==> src/rtl/ept_pkg.sv <==
// Shared types and constants of the edit position tracker.
`timescale 1ns / 1ps

package ept_pkg;

  // Default field widths
  localparam int unsigned LINE_WIDTH = 20;
  localparam int unsigned COL_WIDTH  = 16;
  localparam int unsigned OP_WIDTH   = 3;

  // Edit event codes
  typedef enum logic [OP_WIDTH-1:0] {
    OP_SET      = 3'd0,
    OP_TEXT_INS = 3'd1,
    OP_TEXT_REM = 3'd2,
    OP_WRAP     = 3'd3,
    OP_UNWRAP   = 3'd4,
    OP_LINE_INS = 3'd5,
    OP_LINE_REM = 3'd6
  } op_t;

  // Per-event result flags
  typedef struct packed {
    logic moved;
    logic inserted_at;
    logic deleted_before;
    logic deleted_after;
    logic anchor_deleted;
  } flags_t;

endpackage

==> src/rtl/ept_ifs.sv <==
// Request and result channel interfaces of the edit position tracker.
`timescale 1ns / 1ps

interface ept_in_if #(
  parameter int unsigned LINE_WIDTH = ept_pkg::LINE_WIDTH,
  parameter int unsigned COL_WIDTH  = ept_pkg::COL_WIDTH
);
  logic                        valid;
  logic                        ready;
  logic [ept_pkg::OP_WIDTH-1:0] opcode;
  logic [LINE_WIDTH-1:0]       edit_line;
  logic [COL_WIDTH-1:0]        edit_col;
  logic [COL_WIDTH-1:0]        edit_len;
  logic                        line_flag;
  logic [LINE_WIDTH-1:0]       last_line;

  modport source (output valid, opcode, edit_line, edit_col, edit_len, line_flag,
                  last_line, input ready);
  modport sink (input valid, opcode, edit_line, edit_col, edit_len, line_flag,
                last_line, output ready);
endinterface

interface ept_out_if #(
  parameter int unsigned LINE_WIDTH = ept_pkg::LINE_WIDTH,
  parameter int unsigned COL_WIDTH  = ept_pkg::COL_WIDTH
);
  logic                  valid;
  logic                  ready;
  logic [LINE_WIDTH-1:0] anchor_line;
  logic [COL_WIDTH-1:0]  anchor_col;
  logic                  moved;
  logic                  inserted_at;
  logic                  deleted_before;
  logic                  deleted_after;
  logic                  anchor_deleted;

  modport source (output valid, anchor_line, anchor_col, moved, inserted_at,
                  deleted_before, deleted_after, anchor_deleted, input ready);
  modport sink (input valid, anchor_line, anchor_col, moved, inserted_at,
                deleted_before, deleted_after, anchor_deleted, output ready);
endinterface

==> src/rtl/ept_update.sv <==
// Next-anchor logic: applies one edit event to the current anchor.
`timescale 1ns / 1ps

module ept_update #(
  parameter int unsigned LINE_WIDTH = ept_pkg::LINE_WIDTH,
  parameter int unsigned COL_WIDTH  = ept_pkg::COL_WIDTH
) (
  input  logic [LINE_WIDTH-1:0]        cur_line,
  input  logic [COL_WIDTH-1:0]         cur_col,
  input  logic                         move_on_insert,
  input  logic [ept_pkg::OP_WIDTH-1:0] opcode,
  input  logic [LINE_WIDTH-1:0]        edit_line,
  input  logic [COL_WIDTH-1:0]         edit_col,
  input  logic [COL_WIDTH-1:0]         edit_len,
  input  logic                         line_flag,
  input  logic [LINE_WIDTH-1:0]        last_line,
  output logic [LINE_WIDTH-1:0]        nxt_line,
  output logic [COL_WIDTH-1:0]         nxt_col,
  output ept_pkg::flags_t              flags
);

  logic [COL_WIDTH:0]    col_plus_len;
  logic [COL_WIDTH:0]    col_plus_col;
  logic [COL_WIDTH:0]    rem_end;
  logic [COL_WIDTH-1:0]  col_plus_len_sat;
  logic [COL_WIDTH-1:0]  col_plus_col_sat;
  logic [LINE_WIDTH:0]   next_line;
  logic [LINE_WIDTH-1:0] line_up;
  logic [LINE_WIDTH-1:0] line_down;
  logic                  same_line;
  logic                  at_col;
  logic                  past_col;

  // Sums one bit wider, then saturate columns at all ones
  assign col_plus_len     = {1'b0, cur_col} + {1'b0, edit_len};
  assign col_plus_col     = {1'b0, cur_col} + {1'b0, edit_col};
  assign rem_end          = {1'b0, edit_col} + {1'b0, edit_len};
  assign col_plus_len_sat = col_plus_len[COL_WIDTH] ? '1 : col_plus_len[COL_WIDTH-1:0];
  assign col_plus_col_sat = col_plus_col[COL_WIDTH] ? '1 : col_plus_col[COL_WIDTH-1:0];

  // Line steps saturate at the top and at zero
  assign next_line = {1'b0, edit_line} + {{LINE_WIDTH{1'b0}}, 1'b1};
  assign line_up   = (&cur_line) ? cur_line : cur_line + {{(LINE_WIDTH-1){1'b0}}, 1'b1};
  assign line_down = (cur_line == '0) ? cur_line
                                      : cur_line - {{(LINE_WIDTH-1){1'b0}}, 1'b1};

  assign same_line = (cur_line == edit_line);
  assign at_col    = (cur_col == edit_col);
  assign past_col  = (cur_col > edit_col);

  // Apply the event
  always_comb begin
    nxt_line = cur_line;
    nxt_col  = cur_col;
    flags    = '0;
    case (ept_pkg::op_t'(opcode))
      ept_pkg::OP_SET: begin
        flags.moved = !same_line || !at_col;
        nxt_line    = edit_line;
        nxt_col     = edit_col;
      end
      ept_pkg::OP_TEXT_INS: begin
        if (same_line && (past_col || (move_on_insert && at_col))) begin
          flags.inserted_at = at_col;
          flags.moved       = 1'b1;
          nxt_col           = col_plus_len_sat;
        end
      end
      ept_pkg::OP_TEXT_REM: begin
        if (same_line && past_col) begin
          flags.moved = 1'b1;
          if ({1'b0, cur_col} > rem_end) begin
            nxt_col = cur_col - edit_len;
          end else begin
            flags.deleted_before = ({1'b0, cur_col} == rem_end);
            flags.anchor_deleted = ({1'b0, cur_col} != rem_end);
            nxt_col              = edit_col;
          end
        end else if (same_line && at_col) begin
          flags.deleted_after = 1'b1;
        end
      end
      ept_pkg::OP_WRAP: begin
        if (line_flag && (cur_line > edit_line)) begin
          nxt_line    = line_up;
          flags.moved = 1'b1;
        end else if (same_line && (past_col || (move_on_insert && at_col))) begin
          nxt_line    = line_up;
          nxt_col     = cur_col - edit_col;
          flags.moved = 1'b1;
        end
      end
      ept_pkg::OP_UNWRAP: begin
        if (line_flag && ({1'b0, cur_line} > next_line)) begin
          nxt_line    = line_down;
          flags.moved = 1'b1;
        end else if ({1'b0, cur_line} == next_line) begin
          flags.moved = 1'b1;
          if (line_flag || (cur_col < edit_len)) begin
            nxt_line = edit_line;
            nxt_col  = col_plus_col_sat;
          end else begin
            nxt_col = cur_col - edit_len;
          end
        end
      end
      ept_pkg::OP_LINE_INS: begin
        if (cur_line >= edit_line) begin
          nxt_line    = line_up;
          flags.moved = 1'b1;
        end
      end
      ept_pkg::OP_LINE_REM: begin
        if (cur_line > edit_line) begin
          nxt_line    = line_down;
          flags.moved = 1'b1;
        end else if (same_line) begin
          nxt_line = (edit_line <= last_line) ? edit_line
                     : edit_line - {{(LINE_WIDTH-1){1'b0}}, 1'b1};
          nxt_col              = '0;
          flags.anchor_deleted = 1'b1;
          flags.moved          = 1'b1;
        end
      end
      default: begin
        flags = '0;
      end
    endcase
  end

endmodule

==> src/rtl/edit_position_tracker_top.sv <==
// Top level of the edit position tracker: request register, anchor state, result register.
//
// Usage:
//   in_chan carries one edit request (opcode, edit_line, edit_col, edit_len,
//   line_flag, last_line); a request is taken when valid and ready are high.
//   out_chan returns one result per request: the anchor after the edit and
//   the flags moved, inserted_at, deleted_before, deleted_after, anchor_deleted.
//   cfg_we/cfg_wdata write move_on_insert; write it only while no request is
//   in flight.
// Timing: the anchor update is a single compare-and-add step between the request
//   register, which captures a request, and the result register, which drives
//   out_chan. Throughput: one request per cycle while out_chan is not stalled.
// Reset (rst_n low, synchronous): anchor goes to line 0, column 0,
//   move_on_insert to 0, both stages empty.
// Stall: when out_chan.ready is low the result holds; one more request can
//   wait in the request register, after which in_chan.ready drops.
`timescale 1ns / 1ps

module edit_position_tracker_top #(
  parameter int unsigned LINE_WIDTH = ept_pkg::LINE_WIDTH,
  parameter int unsigned COL_WIDTH  = ept_pkg::COL_WIDTH
) (
  input  logic      clk,
  input  logic      rst_n,
  ept_in_if.sink    in_chan,
  ept_out_if.source out_chan,
  input  logic      cfg_we,
  input  logic      cfg_wdata
);

  logic                         moi_r;
  logic [LINE_WIDTH-1:0]        cur_line_r;
  logic [COL_WIDTH-1:0]         cur_col_r;
  logic                         s1_valid_r;
  logic [ept_pkg::OP_WIDTH-1:0] s1_opcode_r;
  logic [LINE_WIDTH-1:0]        s1_line_r;
  logic [COL_WIDTH-1:0]         s1_col_r;
  logic [COL_WIDTH-1:0]         s1_len_r;
  logic                         s1_flag_r;
  logic [LINE_WIDTH-1:0]        s1_last_r;
  logic                         out_valid_r;
  logic [LINE_WIDTH-1:0]        out_line_r;
  logic [COL_WIDTH-1:0]         out_col_r;
  ept_pkg::flags_t              out_flags_r;
  logic [LINE_WIDTH-1:0]        line_nxt;
  logic [COL_WIDTH-1:0]         col_nxt;
  ept_pkg::flags_t              flags_nxt;
  logic                         out_free;
  logic                         s1_fire;
  logic                         in_ready;
  logic                         in_fire;

  // Handshake
  assign out_free = !out_valid_r || out_chan.ready;
  assign s1_fire  = s1_valid_r && out_free;
  assign in_ready = !s1_valid_r || out_free;
  assign in_fire  = in_chan.valid && in_ready;

  assign in_chan.ready = in_ready;

  ept_update #(
    .LINE_WIDTH (LINE_WIDTH),
    .COL_WIDTH  (COL_WIDTH)
  ) u_update (
    .cur_line       (cur_line_r),
    .cur_col        (cur_col_r),
    .move_on_insert (moi_r),
    .opcode         (s1_opcode_r),
    .edit_line      (s1_line_r),
    .edit_col       (s1_col_r),
    .edit_len       (s1_len_r),
    .line_flag      (s1_flag_r),
    .last_line      (s1_last_r),
    .nxt_line       (line_nxt),
    .nxt_col        (col_nxt),
    .flags          (flags_nxt)
  );

  // Control state: config, anchor, stage valids
  always_ff @(posedge clk) begin
    if (!rst_n) begin
      moi_r       <= 1'b0;
      cur_line_r  <= '0;
      cur_col_r   <= '0;
      s1_valid_r  <= 1'b0;
      out_valid_r <= 1'b0;
    end else begin
      if (cfg_we) begin
        moi_r <= cfg_wdata;
      end
      if (s1_fire) begin
        cur_line_r <= line_nxt;
        cur_col_r  <= col_nxt;
      end
      if (in_ready) begin
        s1_valid_r <= in_chan.valid;
      end
      if (out_free) begin
        out_valid_r <= s1_valid_r;
      end
    end
  end

  // Payload: capture request, capture result
  always_ff @(posedge clk) begin
    if (in_fire) begin
      s1_opcode_r <= in_chan.opcode;
      s1_line_r   <= in_chan.edit_line;
      s1_col_r    <= in_chan.edit_col;
      s1_len_r    <= in_chan.edit_len;
      s1_flag_r   <= in_chan.line_flag;
      s1_last_r   <= in_chan.last_line;
    end
    if (s1_fire) begin
      out_line_r  <= line_nxt;
      out_col_r   <= col_nxt;
      out_flags_r <= flags_nxt;
    end
  end

  // Drive the result channel
  assign out_chan.valid          = out_valid_r;
  assign out_chan.anchor_line    = out_line_r;
  assign out_chan.anchor_col     = out_col_r;
  assign out_chan.moved          = out_flags_r.moved;
  assign out_chan.inserted_at    = out_flags_r.inserted_at;
  assign out_chan.deleted_before = out_flags_r.deleted_before;
  assign out_chan.deleted_after  = out_flags_r.deleted_after;
  assign out_chan.anchor_deleted = out_flags_r.anchor_deleted;

`ifndef SYNTH
  a_state_holds: assert property (@(posedge clk) disable iff (!rst_n)
    !s1_fire |=> ($stable(cur_line_r) && $stable(cur_col_r)))
    else $error("anchor changed without a request");

  a_result_tracks_state: assert property (@(posedge clk) disable iff (!rst_n)
    s1_fire |=> (out_valid_r && (out_line_r == cur_line_r) && (out_col_r == cur_col_r)))
    else $error("result register disagrees with anchor");

  a_flags_exclusive: assert property (@(posedge clk) disable iff (!rst_n)
    out_valid_r |-> $onehot0({out_flags_r.inserted_at, out_flags_r.deleted_before,
                              out_flags_r.deleted_after, out_flags_r.anchor_deleted}))
    else $error("conflicting result flags");

  a_flags_imply_moved: assert property (@(posedge clk) disable iff (!rst_n)
    (out_valid_r && (out_flags_r.inserted_at || out_flags_r.deleted_before ||
                     out_flags_r.anchor_deleted)) |-> out_flags_r.moved)
    else $error("move flag missing");

  a_stall_only_when_full: assert property (@(posedge clk) disable iff (!rst_n)
    !in_ready |-> (s1_valid_r && out_valid_r))
    else $error("request refused with free stage");
`endif

endmodule
==> src/flat_wrapper.sv <==
// flat-port wrapper written by rule: the top's interface ports become plain ports
module edit_position_tracker_top_flat 
#(
  parameter int unsigned LINE_WIDTH = ept_pkg::LINE_WIDTH,
  parameter int unsigned COL_WIDTH  = ept_pkg::COL_WIDTH
)
  (clk, rst_n, cfg_we, cfg_wdata, in_chan_valid, in_chan_opcode, in_chan_edit_line, in_chan_edit_col, in_chan_edit_len, in_chan_line_flag, in_chan_last_line, in_chan_ready, out_chan_valid, out_chan_anchor_line, out_chan_anchor_col, out_chan_moved, out_chan_inserted_at, out_chan_deleted_before, out_chan_deleted_after, out_chan_anchor_deleted, out_chan_ready);
  ept_in_if #(.LINE_WIDTH(LINE_WIDTH), .COL_WIDTH(COL_WIDTH)) in_chan_i ();
  ept_out_if #(.LINE_WIDTH(LINE_WIDTH), .COL_WIDTH(COL_WIDTH)) out_chan_i ();
  input  logic clk;
  input  logic rst_n;
  input  logic cfg_we;
  input  logic cfg_wdata;
  input wire logic [$bits(in_chan_i.valid)-1:0] in_chan_valid;
  input wire logic [$bits(in_chan_i.opcode)-1:0] in_chan_opcode;
  input wire logic [$bits(in_chan_i.edit_line)-1:0] in_chan_edit_line;
  input wire logic [$bits(in_chan_i.edit_col)-1:0] in_chan_edit_col;
  input wire logic [$bits(in_chan_i.edit_len)-1:0] in_chan_edit_len;
  input wire logic [$bits(in_chan_i.line_flag)-1:0] in_chan_line_flag;
  input wire logic [$bits(in_chan_i.last_line)-1:0] in_chan_last_line;
  output wire logic [$bits(in_chan_i.ready)-1:0] in_chan_ready;
  output wire logic [$bits(out_chan_i.valid)-1:0] out_chan_valid;
  output wire logic [$bits(out_chan_i.anchor_line)-1:0] out_chan_anchor_line;
  output wire logic [$bits(out_chan_i.anchor_col)-1:0] out_chan_anchor_col;
  output wire logic [$bits(out_chan_i.moved)-1:0] out_chan_moved;
  output wire logic [$bits(out_chan_i.inserted_at)-1:0] out_chan_inserted_at;
  output wire logic [$bits(out_chan_i.deleted_before)-1:0] out_chan_deleted_before;
  output wire logic [$bits(out_chan_i.deleted_after)-1:0] out_chan_deleted_after;
  output wire logic [$bits(out_chan_i.anchor_deleted)-1:0] out_chan_anchor_deleted;
  input wire logic [$bits(out_chan_i.ready)-1:0] out_chan_ready;
  assign in_chan_i.valid = in_chan_valid;
  assign in_chan_i.opcode = in_chan_opcode;
  assign in_chan_i.edit_line = in_chan_edit_line;
  assign in_chan_i.edit_col = in_chan_edit_col;
  assign in_chan_i.edit_len = in_chan_edit_len;
  assign in_chan_i.line_flag = in_chan_line_flag;
  assign in_chan_i.last_line = in_chan_last_line;
  assign in_chan_ready = in_chan_i.ready;
  assign out_chan_valid = out_chan_i.valid;
  assign out_chan_anchor_line = out_chan_i.anchor_line;
  assign out_chan_anchor_col = out_chan_i.anchor_col;
  assign out_chan_moved = out_chan_i.moved;
  assign out_chan_inserted_at = out_chan_i.inserted_at;
  assign out_chan_deleted_before = out_chan_i.deleted_before;
  assign out_chan_deleted_after = out_chan_i.deleted_after;
  assign out_chan_anchor_deleted = out_chan_i.anchor_deleted;
  assign out_chan_i.ready = out_chan_ready;
  edit_position_tracker_top #(.LINE_WIDTH(LINE_WIDTH), .COL_WIDTH(COL_WIDTH)) u_core (.clk(clk), .rst_n(rst_n), .in_chan(in_chan_i), .out_chan(out_chan_i), .cfg_we(cfg_we), .cfg_wdata(cfg_wdata));
endmodule
==> config.mk <==
export PLATFORM = sky130hd
export DESIGN_NAME = edit_position_tracker_top_flat
export DESIGN_NICKNAME = d
export VERILOG_FILES = /design/src/rtl/ept_pkg.sv /design/src/rtl/ept_ifs.sv /design/src/rtl/ept_update.sv /design/src/rtl/edit_position_tracker_top.sv /design/src/flat_wrapper.sv
export SDC_FILE = /design/constraint.sdc
export NUM_CORES = 1
export LEC_CHECK = 0
export ABC_AREA = 0
export BUFFER_PORTS_ARGS = -buffer_cell sky130_fd_sc_hd__buf_4
export CORE_MARGIN = 1
export CORE_UTILIZATION = 57
export CTS_CLUSTER_DIAMETER = 120
export CTS_CLUSTER_SIZE = 8
export DETAILED_ROUTE_END_ITERATION = 16
export PLACE_DENSITY = 0.81
export SLEW_MARGIN = 20
export SYNTH_ARGS = -nofsm -noshare
export SYNTH_HDL_FRONTEND = slang
export SYNTH_SLANG_ARGS = --single-unit
export TNS_END_PERCENT = 5
==> constraint.sdc <==
create_clock -name clk -period 5.5 [get_ports clk]
set_input_delay 0.275 -clock clk [delete_from_list [all_inputs] [get_ports clk]]
set_output_delay 0.275 -clock clk [all_outputs]
set_load 0.02 [all_outputs]
======== Word level (Yosys, flattened, before mapping) ========
Cells that the tools add are included.
word-level totals
  ROM bits ................................ 0
  bits in writable memories ............... 0
  word-level logic and storage cells ...... 110
  register bits ........................... 156
  latch bits .............................. 0
  memories ................................ 0
cells by class
  bitwise operators ....................... 2
  $mul .................................... 0
  $add $sub $neg .......................... 9
  magnitude comparators ................... 7
  div/mod/pow operators ................... 0
  mux-type cells .......................... 40
  reductions and logical operators ........ 23
  equality and inequality tests ........... 11
  shift-type cells ........................ 0
operators with widths
  kind                                                                  count
  20-bit 2-to-1 mux                                                     11
  16-bit 2-to-1 mux                                                     12
  20-bit case mux with 5 select lines                                   1
  16-bit case mux with 6 select lines                                   1
  16-bit by 16-bit adder with 17-bit output                             3
  20-bit by 1-bit subtractor with 20-bit output, second input constant  2
  16-bit subtractor                                                     2
  20-bit by 1-bit adder with 21-bit output, second input constant       1
  20-bit by 21-bit equality test with 1-bit output                      1
  20-bit by 21-bit greater-than comparator with 1-bit output            1
  20-bit by 1-bit adder with 20-bit output, second input constant       1
  20-bit equality test                                                  1
  20-bit >= comparator                                                  1
  20-bit greater-than comparator                                        1
  20-bit <= comparator                                                  1
  20-bit zero test                                                      1
  20-bit AND reduction                                                  1
  16-bit by 17-bit equality test with 1-bit output                      1
  16-bit by 17-bit greater-than comparator with 1-bit output            1
  16-bit by 17-bit != test with 1-bit output                            1
  16-bit equality test                                                  1
  16-bit greater-than comparator                                        1
  16-bit < comparator                                                   1
  1-bit 2-to-1 mux                                                      12
  14 further kinds                                                      32

======== Depth between registers and ports, before layout ========
  word-level depth ........................ 7
  gate-level depth with buffers ........... 22

======== Cells and area by module ========
Synthesis repeated with hierarchy kept, for this count alone.
unflattened totals
  cell total of the unflattened synthesis .. 1,961
  area, all modules ....................... 16,057.9 sq um
modules (own cells, without submodules)
  module                     instances  cells an instance  area an instance (sq um)
  ept_update                 1          1,676              10,944.2
  edit_position_tracker_top  1          285                5,113.7

======== Least setup slack after synthesis ========
Ideal clock, no wire load.
  kind .................................... register to register
  start point ............................. register u_core.s1_col_r[1]
  end point ............................... register u_core.out_col_r[9] (netlist: u_core.out_chan.anchor_col[9]), data pin
  path slack .............................. 0.324 ns
  period minus slack after synthesis ...... 5.176 ns
  arrival time ............................ 4.910 ns
  setup time .............................. 0.266 ns
  required time ........................... 5.234 ns
  stages on the path, launching flop included .. 22
  buffers on the path ..................... 1
  cells stage by stage .................... edfxtp_1 -> ha_1 -> a21o_1 -> a21oi_1 -> nor2b_1 -> o21a_1 -> o22a_1 -> a221oi_1 -> a21oi_1 -> a21bo_2 -> a21oi_1 -> xor2_1 -> ha_1 -> a21oi_1 -> nand2_1 -> a2111oi_0 -> a211oi_2 -> o21ai_1 -> buf_2 -> mux2_2 -> a221oi_1 -> nor2_1
on the way
  word-level cells in the longest chain between the ends .. 7
  elaborated cells on any way between the ends .. 20
  those cells by class .................... add/sub (3); order compare (2); eq/ne (1); mux (10); reduce/logical (4)
ends and longest elaborated chain
  what                                                                               line                              RTL
  start, declared                                                                    edit_position_tracker_top.sv:37   logic [COL_WIDTH-1:0] s1_col_r;
  start signal, assigned                                                             edit_position_tracker_top.sv:109  s1_col_r <= in_chan.edit_col;
  branches (longest 6 deep; another with 16-bit by 16-bit adder with 17-bit output)  n/a
  16-bit case mux with 6 select lines (*)                                            ept_update.sv:56                  case (ept_pkg::op_t'(opcode))
  named net u_core.col_nxt[9]                                                        edit_position_tracker_top.sv:46   logic [COL_WIDTH-1:0] col_nxt;
  end signal, assigned                                                               edit_position_tracker_top.sv:116  out_col_r <= col_nxt;
  end, declared                                                                      edit_position_tracker_top.sv:43   logic [COL_WIDTH-1:0] out_col_r;
Mark *: on every way through the listed nets, which the timed path passes.
A chain may end at the register's enable or synchronous reset.

======== Worst setup path after layout ========
  start point ............................. register u_core.s1_len_r[0]
  end point ............................... register u_core.out_col_r[14] (netlist: u_core.out_chan.anchor_col[14]), data pin
on the way
  word-level cells in the longest chain between the ends .. 6
  elaborated cells on any way between the ends .. 14
  those cells by class .................... add/sub (3); order compare (2); mux (8); reduce/logical (1)
ends and longest elaborated chain
  what                                                                               line                              RTL
  start, declared                                                                    edit_position_tracker_top.sv:38   logic [COL_WIDTH-1:0] s1_len_r;
  start signal, assigned                                                             edit_position_tracker_top.sv:110  s1_len_r <= in_chan.edit_len;
  branches (longest 5 deep; another with 16-bit by 16-bit adder with 17-bit output)  n/a
  16-bit case mux with 6 select lines (*)                                            ept_update.sv:56
  named net u_core.col_nxt[14]                                                       edit_position_tracker_top.sv:46
Marks and branches as above.

==> flow_summary_export.csv <==
group,metric,value,unit
outcome,outcome,"complete, no violations",
timing,tightest_slew,1.21,ns
timing,finalHoldViolations,0,
synthesis,synth_seq_area_share,0.265,
floorplan,core-area,27900,um^2
finish,ff_latch_area,4290,um^2
floorplan,initial_core_util,0.581,
timing,rsz0062_at_grt,"true",
synthesis,postSynthAreaPerCell,8.15,um^2
timing,finalSetupTns,0,ns
finish,n_antenna_cell,0,
floorplan,die_x,171,um
critical_path,critical_path_class,"flip-flop to flip-flop",
critical_path,cp_data_arrival_time,5.61,ns
synthesis,yosys_warnings,0,
pwr,leakage,7.85,nW
global_routing,grt_max_degree,65,
timing,finClkSkew,0.0146,ns
synthesis,synth_nets,2235,
flow_run,cap_violations,0,
place,dp_hpwl,49400,um
timing,fin_crit,5.32,ns
finish,layout_common_cells,"buf_4, nand2_1, ha_1",
global_routing,grt_pass1_wl,102000,um
worst_hold_path,whs_path_depth,3,
pwr,peakVddDrop,220,uV
clock_network,cts_buffers,17,
critical_path,crit_start,"u_core.s1_len_r[0]",
synthesis,synth_top_area_share,0.217,
global_routing,grt_overflow,0,
clock_network,cts.clk_slew.worst_paths,0.07,ns
floorplan,die_area,29100,um^2
global_routing,grt_use_total,0.471,
timing,whs,0.0434,ns
pwr,power_density,218,nW/um^2
worst_hold_path,hp-class,"input pin to flip-flop",
critical_path,r2r-end,"u_core.out_chan.anchor_col[14]",
critical_path,r2r-start,"u_core.s1_len_r[0]",
clock_network,ctsHtreeMaxLevel,4,
critical_path,cp-endpoint,"u_core.out_chan.anchor_col[14]",
finish,fillers,2217,
timing,relSlewSlack,0.191,
critical_path,worstPathMaxFanout,5,
place,routabilityCongestion,1.06,
synthesis,yosysUniqueCellTypes,101,
detailed_routing,routed_wl,67800,um
detailed_routing,route.met2.wl,31400,um
floorplan,fp-row-count,61,
timing,setup_viol,0,
synthesis,synthCells,1987,
finish,drive_gt1_frac,0.144,
synthesis,synth_area_leaders,"edfxtp_1, ha_1, dfxtp_1, xnor2_1, a21oi_1",
detailed_routing,wl_per_cell,26.5,um
critical_path,cp-start-kind,"flip-flop",
synthesis,synth_edf_count,117,
floorplan,dieHeight,171,um
detailed_routing,highest_layer,"met5",
clock_network,clk_latency,0.47,ns
finish,multi_input_area,11000,um^2
synthesis,yosysTopAreaCell,"edfxtp_1",
critical_path,crit_required,5.78,ns
synthesis,synth_top_family_by_area,"compound AO/OA/AOI/OAI gates",
clock_network,clk_path_buf_depth,2,
synthesis,synthSimpleGateAreaFrac,0.207,
clock_network,cts_num_sinks,156,
synthesis,synth_top_flop_cell,"edfxtp_1",
detailed_routing,via_count,17800,
clock_network,cts_tree,"yes",
critical_path,cp-end-kind,"flip-flop",
synthesis,synth_mux_area_frac,0.0142,
place,dp.cells,2451,
finish,area_growth,18.2,%
place,post-place-ws,-0.0188,ns
detailed_routing,met1Wirelength,22600,um
timing,fin_crit_sh,0.968,
synthesis,synth_compound_area_frac,0.257,
detailed_routing,viasPerCell,6.95,
global_routing,antenna_found_initial,3,
timing,fmax,188,MHz
detailed_routing,drc,0,
detailed_routing,drt_iter0_drc,2427,
critical_path,reg2regPathDepth,22,
synthesis,async_flop_share,0,
synthesis,synth_area,16200,um^2
detailed_routing,drt_pre_antenna_iters,8,
critical_path,reg2reg_slack,0.18,ns
finish,nets,2418,
synthesis,synth-adder-area-share,0.131,
clock_network,cts-root-buf,"clkbuf_16",
finish,utilization,0.687,
timing,slew_violations,0,
floorplan,ios,125,
timing,setup_ws,0.176,ns
detailed_routing,ant_nets,0,
finish,final_common_cell,"buf_4",
global_routing,first_global_vias,17500,
detailed_routing,wl_met3,6780,um
finish,fin_cells,2561,
synthesis,synth_xor_area_frac,0.0660,
place,port-buffer-count,124,
synthesis,ys_ff_latch,156,
==> sequential cells by signal, summed over array words and instances (netlist names), 3 cells and up <==
register / flops
u_core.cur_col_r: 16
u_core.out_chan.anchor_line: 20
u_core.out_chan.anchor_col: 16
u_core.s1_opcode_r: 3
u_core.s1_last_r: 20
u_core.s1_len_r: 16
u_core.s1_line_r: 20
u_core.cur_line_r: 20
u_core.s1_col_r: 16
==> metal layers <==
metal / track usage / vias to the layer above
met3: 0.133 / 463
li1: - / 7785
met2: 0.779 / 1295
met4: 0.423 / 4
met5: 0.00348 / -
met1: 0.486 / 8258
==> where the power goes <==
group	switching, mW	internal (mW)
Clock	0.569	0.714
Sequential	0.0948	1.35
Combinational	0.897	0.555
==> cell usage after synthesis, drive strengths merged (22+ instances only) <==
| master | instances |
|---|---|
| inv | 117 |
| edfxtp | 117 |
| nor4 | 23 |
| or3 | 29 |
| xor2 | 34 |
| a31oi | 32 |
| a211oi | 30 |
| ha | 161 |
| nand2b | 22 |
| xnor2 | 88 |
| clkbuf | 74 |
| dfxtp | 39 |
| nor2 | 150 |
| o21ai | 138 |
| nor2b | 22 |
| nand3 | 65 |
| buf | 46 |
| a21o | 23 |
| o211ai | 29 |
| nand4 | 49 |
| nor3 | 63 |
| a21oi | 146 |
| o21a | 23 |
| nand2 | 171 |
==> logic make-up (layout without fill, tap and decap cells) <==
logic type | Yosys count | after routing
AND/OR/NAND/NOR | 665 | 665
XOR/XNOR | 122 | 122
buffers and inverters | 240 | 436
multiplexers | 22 | 22
adder cells (fa/ha/maj) | 166 | 166
flip-flops | 156 | 156
AO/OA/AOI/OAI | 616 | 616
==> worst max-delay path, stage by stage (launching register included) <==
cell and delay (ns):
edfxtp_1 0.43, ha_1 0.26, a21o_1 0.20, a21oi_2 0.18
nor2b_1 0.07, o21a_1 0.20, o22a_2 0.27, a221oi_4 0.30
a21oi_1 0.13, a21bo_2 0.24, a21oi_1 0.18, xor2_1 0.21
ha_1 0.29, a21oi_1 0.17, nand2_1 0.12, a2111oi_2 0.34
buf_4 0.18, a211oi_2 0.11, a21oi_2 0.44, o21ai_0 0.14
nor4b_2 0.23, a21oi_1 0.20, a2bb2oi_1 0.26
==> cell type report <==
class	count	area share
clock buffers	18	0.0224
flip-flops and latches	156	0.224
multi-input cells	1591	0.575
inverters	120	0.0235
repair buffers	284	0.121
clock inverters	14	0.00882
well taps	378	0.0247
==> what timing repair did <==
action	CTS	global route
buffers inserted	0	2
resized for setup	2	15
hold endpoints to repair	70	6
hold buffers	70	6
pin swaps	0	2
cloned	0	0
endpoints found under the setup margin	7	33
==> worst min-delay path by stage <==
| stage | from | end | slack (ns) |
|---|---|---|---|
| after global placement | in_chan_line_flag | u_core.s1_flag_r | 0.45 |
| after CTS | in_chan_edit_line[13] | u_core.s1_line_r[13] | 0.0003 |
| final | in_chan_valid | u_core.s1_valid_r | 0.04 |
| after global routing | in_chan_valid | u_core.s1_valid_r | 0.03 |
| after detailed placement | in_chan_last_line[2] | u_core.s1_last_r[2] | 0.45 |
| after floorplan | in_chan_edit_col[0] | u_core.s1_col_r[0] | 0.37 |
==> through the flow <==
stage | power, mW | cell area [um^2]
6_report | 4.18 | 19200
3_3_place_gp | 2.76 | 17700
4_1_cts | 4.07 | 19000
5_1_grt | 4.31 | 19200
2_1_floorplan | 2.33 | 16200
3_5_place_dp | 2.78 | 17700
Power figures use the tool's default switching activity.
